$ cat src/rtl/oae_pkg.sv
// oae_pkg: shared types and constants of the order-1 arithmetic encoder.
// Used by oae_div and order1_arith_encoder; depends on nothing.
package oae_pkg;

   localparam int SCALE_W  = 14;   // width of a frequency count
   localparam int RANGE_W  = 17;   // high - low + 1
   localparam int DIV_W    = 31;   // range * count
   localparam int REM_W    = 15;
   localparam int CODE_W   = 16;   // low/high registers
   localparam int FOLLOW_W = 16;

   localparam logic REG_MAX_SCALE = 1'b0;   // csr_paddr[2] of max_scale

   typedef enum logic [3:0] {
      ST_CLEAR,
      ST_IDLE,
      ST_RD_HI,
      ST_RD_TOP,
      ST_RD_SCALE,
      ST_DIV_HI_GO,
      ST_DIV_HI_WAIT,
      ST_DIV_LO_GO,
      ST_DIV_LO_WAIT,
      ST_RENORM,
      ST_FLUSH,
      ST_WALK,
      ST_DRAIN,
      ST_CHECK
   } state_type;

endpackage

$ cat src/rtl/oae_div.sv
// oae_div: restoring divider, one quotient bit per cycle.
// Depends on oae_pkg for the operand widths.
module oae_div (
   input  logic                              clock,
   input  logic                              reset,
   input  logic                              start,
   input  logic [oae_pkg::DIV_W-1:0]         dividend,
   input  logic [oae_pkg::SCALE_W-1:0]       divisor,
   output logic                              busy,
   output logic [oae_pkg::DIV_W-1:0]         quotient
);

   localparam int CNT_W = $clog2(oae_pkg::DIV_W);

   logic                            busy_ff, busy_in;
   logic [CNT_W-1:0]                cnt_ff, cnt_in;
   logic [oae_pkg::REM_W-1:0]       rem_ff, rem_in;
   logic [oae_pkg::DIV_W-1:0]       quot_ff, quot_in;
   logic [oae_pkg::SCALE_W-1:0]     dvs_ff, dvs_in;
   logic [oae_pkg::REM_W:0]         trial;
   logic [oae_pkg::REM_W:0]         dvs_ext;
   logic                            ge;

   always_comb begin
      trial   = {rem_ff, quot_ff[oae_pkg::DIV_W-1]};
      dvs_ext = (oae_pkg::REM_W+1)'(dvs_ff);
      ge      = trial >= dvs_ext;
      busy_in = busy_ff;
      cnt_in  = cnt_ff;
      rem_in  = rem_ff;
      quot_in = quot_ff;
      dvs_in  = dvs_ff;
      if (start) begin
         busy_in = 1'b1;
         cnt_in  = '0;
         rem_in  = '0;
         quot_in = dividend;
         dvs_in  = divisor;
      end else if (busy_ff) begin
         rem_in  = ge ? oae_pkg::REM_W'(trial - dvs_ext) : trial[oae_pkg::REM_W-1:0];
         quot_in = {quot_ff[oae_pkg::DIV_W-2:0], ge};
         cnt_in  = cnt_ff + 1'b1;
         if (cnt_ff == CNT_W'(oae_pkg::DIV_W - 1)) begin
            busy_in = 1'b0;
         end
      end
   end

   always_ff @(posedge clock) begin
      if (reset) begin
         busy_ff <= 1'b0;
         cnt_ff  <= '0;
      end else begin
         busy_ff <= busy_in;
         cnt_ff  <= cnt_in;
      end
      rem_ff  <= rem_in;
      quot_ff <= quot_in;
      dvs_ff  <= dvs_in;
   end

   assign busy     = busy_ff;
   assign quotient = quot_ff;

endmodule

$ cat config.mk
export PLATFORM = sky130hd
export DESIGN_NAME = oae_div
export DESIGN_NICKNAME = d
export VERILOG_FILES = /design/src/rtl/oae_pkg.sv /design/src/rtl/oae_div.sv
export SDC_FILE = /design/constraint.sdc
export NUM_CORES = 1
export LEC_CHECK = 0
export BUFFER_PORTS_ARGS = -buffer_cell sky130_fd_sc_hd__buf_4
export CORE_UTILIZATION = 35
export CTS_BUF_LIST = sky130_fd_sc_hd__clkbuf_8 sky130_fd_sc_hd__clkbuf_16
export CTS_CLUSTER_DIAMETER = 50
export DETAILED_ROUTE_END_ITERATION = 8
export PLACE_DENSITY = 0.58
export SYNTH_ARGS = -nofsm -noshare
export SYNTH_HDL_FRONTEND = slang
export SYNTH_SLANG_ARGS = --single-unit
$ cat constraint.sdc
create_clock -name clock -period 2.7 [get_ports clock]
set_clock_uncertainty 0.2 [all_clocks]
set_input_delay 0.27 -clock clock [delete_from_list [all_inputs] [get_ports clock]]
set_output_delay 0.27 -clock clock [all_outputs]
set_load 0.01 [all_outputs]
# After elaboration in Yosys (flattened, before gate mapping)
# Index checks and enable logic that the tools add are counted.
[word_totals] regBits=66
[op_classes] muxes=6 magnitude_cmp=1 reduce_logical=2 eq_ne=1 n_addsub=2
[op_table] operator="two-way mux 31 bit" count=2
[op_table] operator=">= comparator 16 x 14 -> 1 bit" count=1
[op_table] operator="two-way mux 15 bit" count=1
[op_table] operator="subtractor 15 x 14 -> 15 bit" count=1
[op_table] operator="adder 5 x 1 -> 5 bit (second input constant)" count=1
[op_table] operator="equality test 5 bit (second input constant)" count=1
[op_table] operator="two-way mux 1 bit" count=3
[op_table] operator="nonzero test 2 bit" count=1
[op_table] operator="OR reduction 2 bit" count=1

# Longest topological paths before layout
[logic_depth] word_depth=4 ltp_mapped=11 depth_no_buf=10

# Worst setup path after synthesis
# OpenSTA, ideal clock, no wires.
[synth_timing] path_kind="flip-flop to flip-flop" startpoint="register quot_ff, in the netlist quotient[30]" endpoint="register rem_ff[10] in the netlist's numbering" stages_incl_launch_ff=11 synth_period_minus_slack_ns=2.707 setup_slack_ns=-0.007 setup_ns=0.122 required_ns=2.378 arrival_time_ns=2.385 n_path_buf=0 cell_sequence="edfxtp_1 > inv_1 > ha_1 > fa_1 > nand2b_1 > a21oi_2 > a41o_1 > a31oi_1 > o31a_1 > and3_1 > a221o_1"
[synth_via] elab_chain_cells=2 word_cells_on_any_way=3 cone_classes="add/sub: 1; order compare: 1; mux: 1"
[synth_rtl] element="from (decl)" line_no="oae_div.sv:18" source="logic [oae_pkg::DIV_W-1:0] quot_ff, quot_in;"
[synth_rtl] element="from (signal assigned)" line_no="oae_div.sv:58" source="quot_ff <= quot_in;"
[synth_rtl] element="subtractor 15 x 14 -> 15 bit / >= comparator 16 x 14 -> 1 bit (equally long branches)" line_no="oae_div.sv:40, oae_div.sv:27"
[synth_rtl] element="two-way mux 15 bit (*)" line_no="oae_div.sv:40" source="rem_in = ge ? oae_pkg::REM_W'(trial - dvs_ext) : trial[oae_pkg::REM_W-1:0];"
[synth_rtl] element="to (signal assigned)" line_no="oae_div.sv:57" source="rem_ff <= rem_in;"
[synth_rtl] element="to (decl)" line_no="oae_div.sv:17" source="logic [oae_pkg::REM_W-1:0] rem_ff, rem_in;"
# Mark *: on every way between the ends. The rest lies on a longest branch, timed or not.
# A chain may end at the register's enable or synchronous reset.

# Worst setup path in the final report
[layout_timing] startpoint="register dvs_ff[0] in the netlist's numbering" endpoint="register rem_ff[6] in the netlist's numbering"
[layout_via] elab_chain_cells=2 word_cells_on_any_way=3 cone_classes="add/sub: 1; order compare: 1; mux: 1"
[layout_rtl] element="from (decl)" line_no="oae_div.sv:19" source="logic [oae_pkg::SCALE_W-1:0] dvs_ff, dvs_in;"
[layout_rtl] element="from (signal assigned)" line_no="oae_div.sv:59" source="dvs_ff <= dvs_in;"
[layout_rtl] element="subtractor 15 x 14 -> 15 bit / >= comparator 16 x 14 -> 1 bit (equally long branches)" line_no="oae_div.sv:40, oae_div.sv:27"
[layout_rtl] element="two-way mux 15 bit (*)" line_no="oae_div.sv:40"
# Marks and branches as above.

==> flow_metrics.env <==
export IMPL_critPathMaxFanout=8
export IMPL_hp_start="dividend[12]"
export IMPL_io_buffers=79
export IMPL_dpl_hpwl_um=5190
export IMPL_leakage_nw=1.91
export IMPL_slew_headroom_pct=54.0
export IMPL_core_mm2=0.00928
export IMPL_p_per_area_mw_per_mm2=550
export IMPL_grt_util_all_layers_pct=15.6
export IMPL_cts_tree="done"
export IMPL_overflow=0
export IMPL_fin_ws_ps=18.6
export IMPL_wl_met2_um=3410
export IMPL_finalSetupViolations=0
export IMPL_min_path_cells=2
export IMPL_top_signal_layer_used="met4"
export IMPL_dieArea_mm2=0.0100
export IMPL_die_height_um=100
export IMPL_htreeDepth=3
export IMPL_maxSlewViolCount=0
export IMPL_synth_edf_count=45
export IMPL_place_area_mm2=0.00414
export IMPL_reg2reg_to="rem_ff[6]"
export IMPL_fmax_mhz=373
export IMPL_yosys_warnings=0
export IMPL_row_count=35
export IMPL_tightestPinTransition_ps=689
export IMPL_rsz0062_at_grt="yes"
export IMPL_antenna_found_initial=0
export IMPL_synth_seq_cells=66
export IMPL_clkSinkCount=66
export IMPL_wl_met1_um=3500
export IMPL_min_to="quotient[12]"
export IMPL_synthArstFlopShare_pct=0
export IMPL_post_route_period_util_pct=99.3
export IMPL_ioPinCount=80
export IMPL_dieWidth_um=100
export IMPL_setup_tns_ps=0
export IMPL_clock_path_buffers=2
export IMPL_fin_nets=451
export IMPL_drive_gt1_share_pct=39.4
export IMPL_fillCellCount=871
export IMPL_min_period_ps=2680
export IMPL_wl_um=7480
export IMPL_ff2ff_path_depth=10
export IMPL_synth_top_area_share_pct=40.1
export IMPL_drtIter0Drc=76
export IMPL_seq_area_mm2=0.00177
export IMPL_final_common_cell="buf_4"
export IMPL_grt_pass1_vias=2507
export IMPL_final_cell_mix="buf_4, edfxtp_1, mux2_2, inv_1, dfxtp_1"
export IMPL_synthCells=281
export IMPL_start_kind="flip-flop"
export IMPL_clk_latency_ps=330
export IMPL_place_ws_ps=2.97
export IMPL_stdcell_area_mm2=0.00455
export IMPL_antenna_cells=0
export IMPL_root_buffer="clkbuf_8"
export IMPL_drc=0
export IMPL_reg2reg_slack_ps=20
export IMPL_synthesis_nets=346
export IMPL_max_cap_viol_count=0
export IMPL_crit_required_ps=2710
export IMPL_viasPerCell=4.85
export IMPL_start_util_pct=36.3
export IMPL_synth_top_flop_cell="edfxtp_1"
export IMPL_regToRegStartpoint="dvs_ff[0]"
export IMPL_crit_type="flip-flop to flip-flop"
export IMPL_grt_pass1_wl_um=12200
export IMPL_clkSlewWorstSetupHoldPaths_ps=80
export IMPL_final_antenna_net_count=0
export IMPL_yosys_area_top_type="edfxtp_1"
export IMPL_synth_area_top_cells="edfxtp_1, dfxtp_1, mux2_2"
export IMPL_ys_types=52
export IMPL_vias=2522
export IMPL_cts_buffers=9
export IMPL_synth_seq_area_share_pct=52.6
export IMPL_total_power_mw=2.50
export IMPL_multi_input_area_mm2=0.00151
export IMPL_dr_pass1_iters=5
export IMPL_endpoint_kind="flip-flop"
export IMPL_outcome="finished clean"
export IMPL_hold_class="input port to flip-flop"
export IMPL_cp_data_arrival_time_ps=2690
export IMPL_grt_max_degree=32
export IMPL_ir_worst_vdd_v=0.000356
export IMPL_whs_ps=34.0
export IMPL_wire_per_inst_um=14.4
export IMPL_syn_area_mm2=0.00337
export IMPL_dr_wl_met3_um=511
export IMPL_hold_viol=0
export IMPL_gp_congestion=0.836
export IMPL_synth_area_per_cell_um2=12.0
export IMPL_area_growth_pct=35.0
[cells in the mapped netlist (2+ instances only)]
library cell and n:
o21ai_1 3, nand4_1 4, xor2_1 8, a221oi_1 2, nand2_1 19, mux2_2 31, o311ai_1 2, o21a_1 2
inv_1 20, a21oi_1 12, xnor2_1 7, a311oi_1 4, a32oi_1 4, a221o_1 2, o21bai_1 3, mux2i_1 4
clkbuf_1 4, o31ai_1 3, a31oi_1 2, nor3_1 5, buf_1 6, nor2_1 12, nor2b_1 3, nand2b_1 3
o211a_1 2, nand3_1 5, dfxtp_1 21, o21ai_0 4, edfxtp_1 45, ha_1 16, buf_6 2
[state kept, by name, summed over array words and instances (netlist names)]
signal and flops:
busy 1, cnt_ff 5, dvs_ff 14, quotient 31
rem_ff 15
[stage by stage]
stage,utilization [%],cells
2_1_floorplan,-,281
3_3_place_gp,44.6,487
3_5_place_dp,44.6,487
4_1_cts,48.3,519
5_1_grt,49.0,520
6_report,49.0,520
[worst max path at each step]
stage                  from        end  slack, ps
6_report          dvs_ff[0]  rem_ff[6]         20
5_1_grt           dvs_ff[0]  rem_ff[6]        -90
4_1_cts        quotient[30]  rem_ff[6]         30
3_5_place_dp   quotient[30]  rem_ff[6]          3
3_3_place_gp   quotient[30]  rem_ff[6]         80
2_1_floorplan  quotient[30]  rem_ff[6]         -6
[layer usage]
metal / GRT usage, % / up-vias
met3: 6.55 / 6
met4: 3.01 / 0
li1: - / 1261
met2: 25.4 / 66
met1: 19.4 / 1189
met5: 0 / -
[cell families (layout without fill, tap and decap cells)]
| group | after synthesis | count (layout) | synth area share [%] |
|---|---|---|---|
| compound gates | 59 | 59 | 13.4 |
| xor+xnor | 15 | 15 | 3.90 |
| mux | 35 | 35 | 11.5 |
| fa+ha+maj | 17 | 17 | 6.53 |
| flops | 66 | 66 | 52.6 |
| simple gates | 56 | 56 | 7.83 |
| buf+inv | 33 | 143 | 4.23 |
[area by class of cell]
type / count / share of cell area [%]
Clock buffer: 9 / 2.72
Clock inverter: 7 / 1.38
Inverter: 20 / 1.65
Multi-Input combinational cell: 182 / 33.3
Sequential cell: 66 / 38.9
Tap cell: 129 / 3.55
Timing Repair Buffer: 107 / 18.5
[worst max-delay path, stage by stage (launching register included)]
cell and delay [ps]:
edfxtp_1 420, ha_4 190, fa_2 360, nand2b_4 150, a21oi_2 130, a41o_1 140, a31oi_2 110, o31ai_2 300
buf_4 230, mux2i_2 250, a211oi_2 90
[power by group]
part / switching (mW) / internal (mW)
Sequential: 0.0452 / 1.17
Combinational: 0.227 / 0.260
Clock: 0.381 / 0.417
Total: 0.653 / 1.85
[what timing repair did]
action	4_1_cts	5_1_grt
buffers inserted	1	3
pin swaps	1	11
gates resized for setup	0	11
endpoints found under the setup margin	1	15
endpoints found under the hold margin	20	0
hold buffers	15	0
Note: power is estimated with default switching activity, not from simulation.
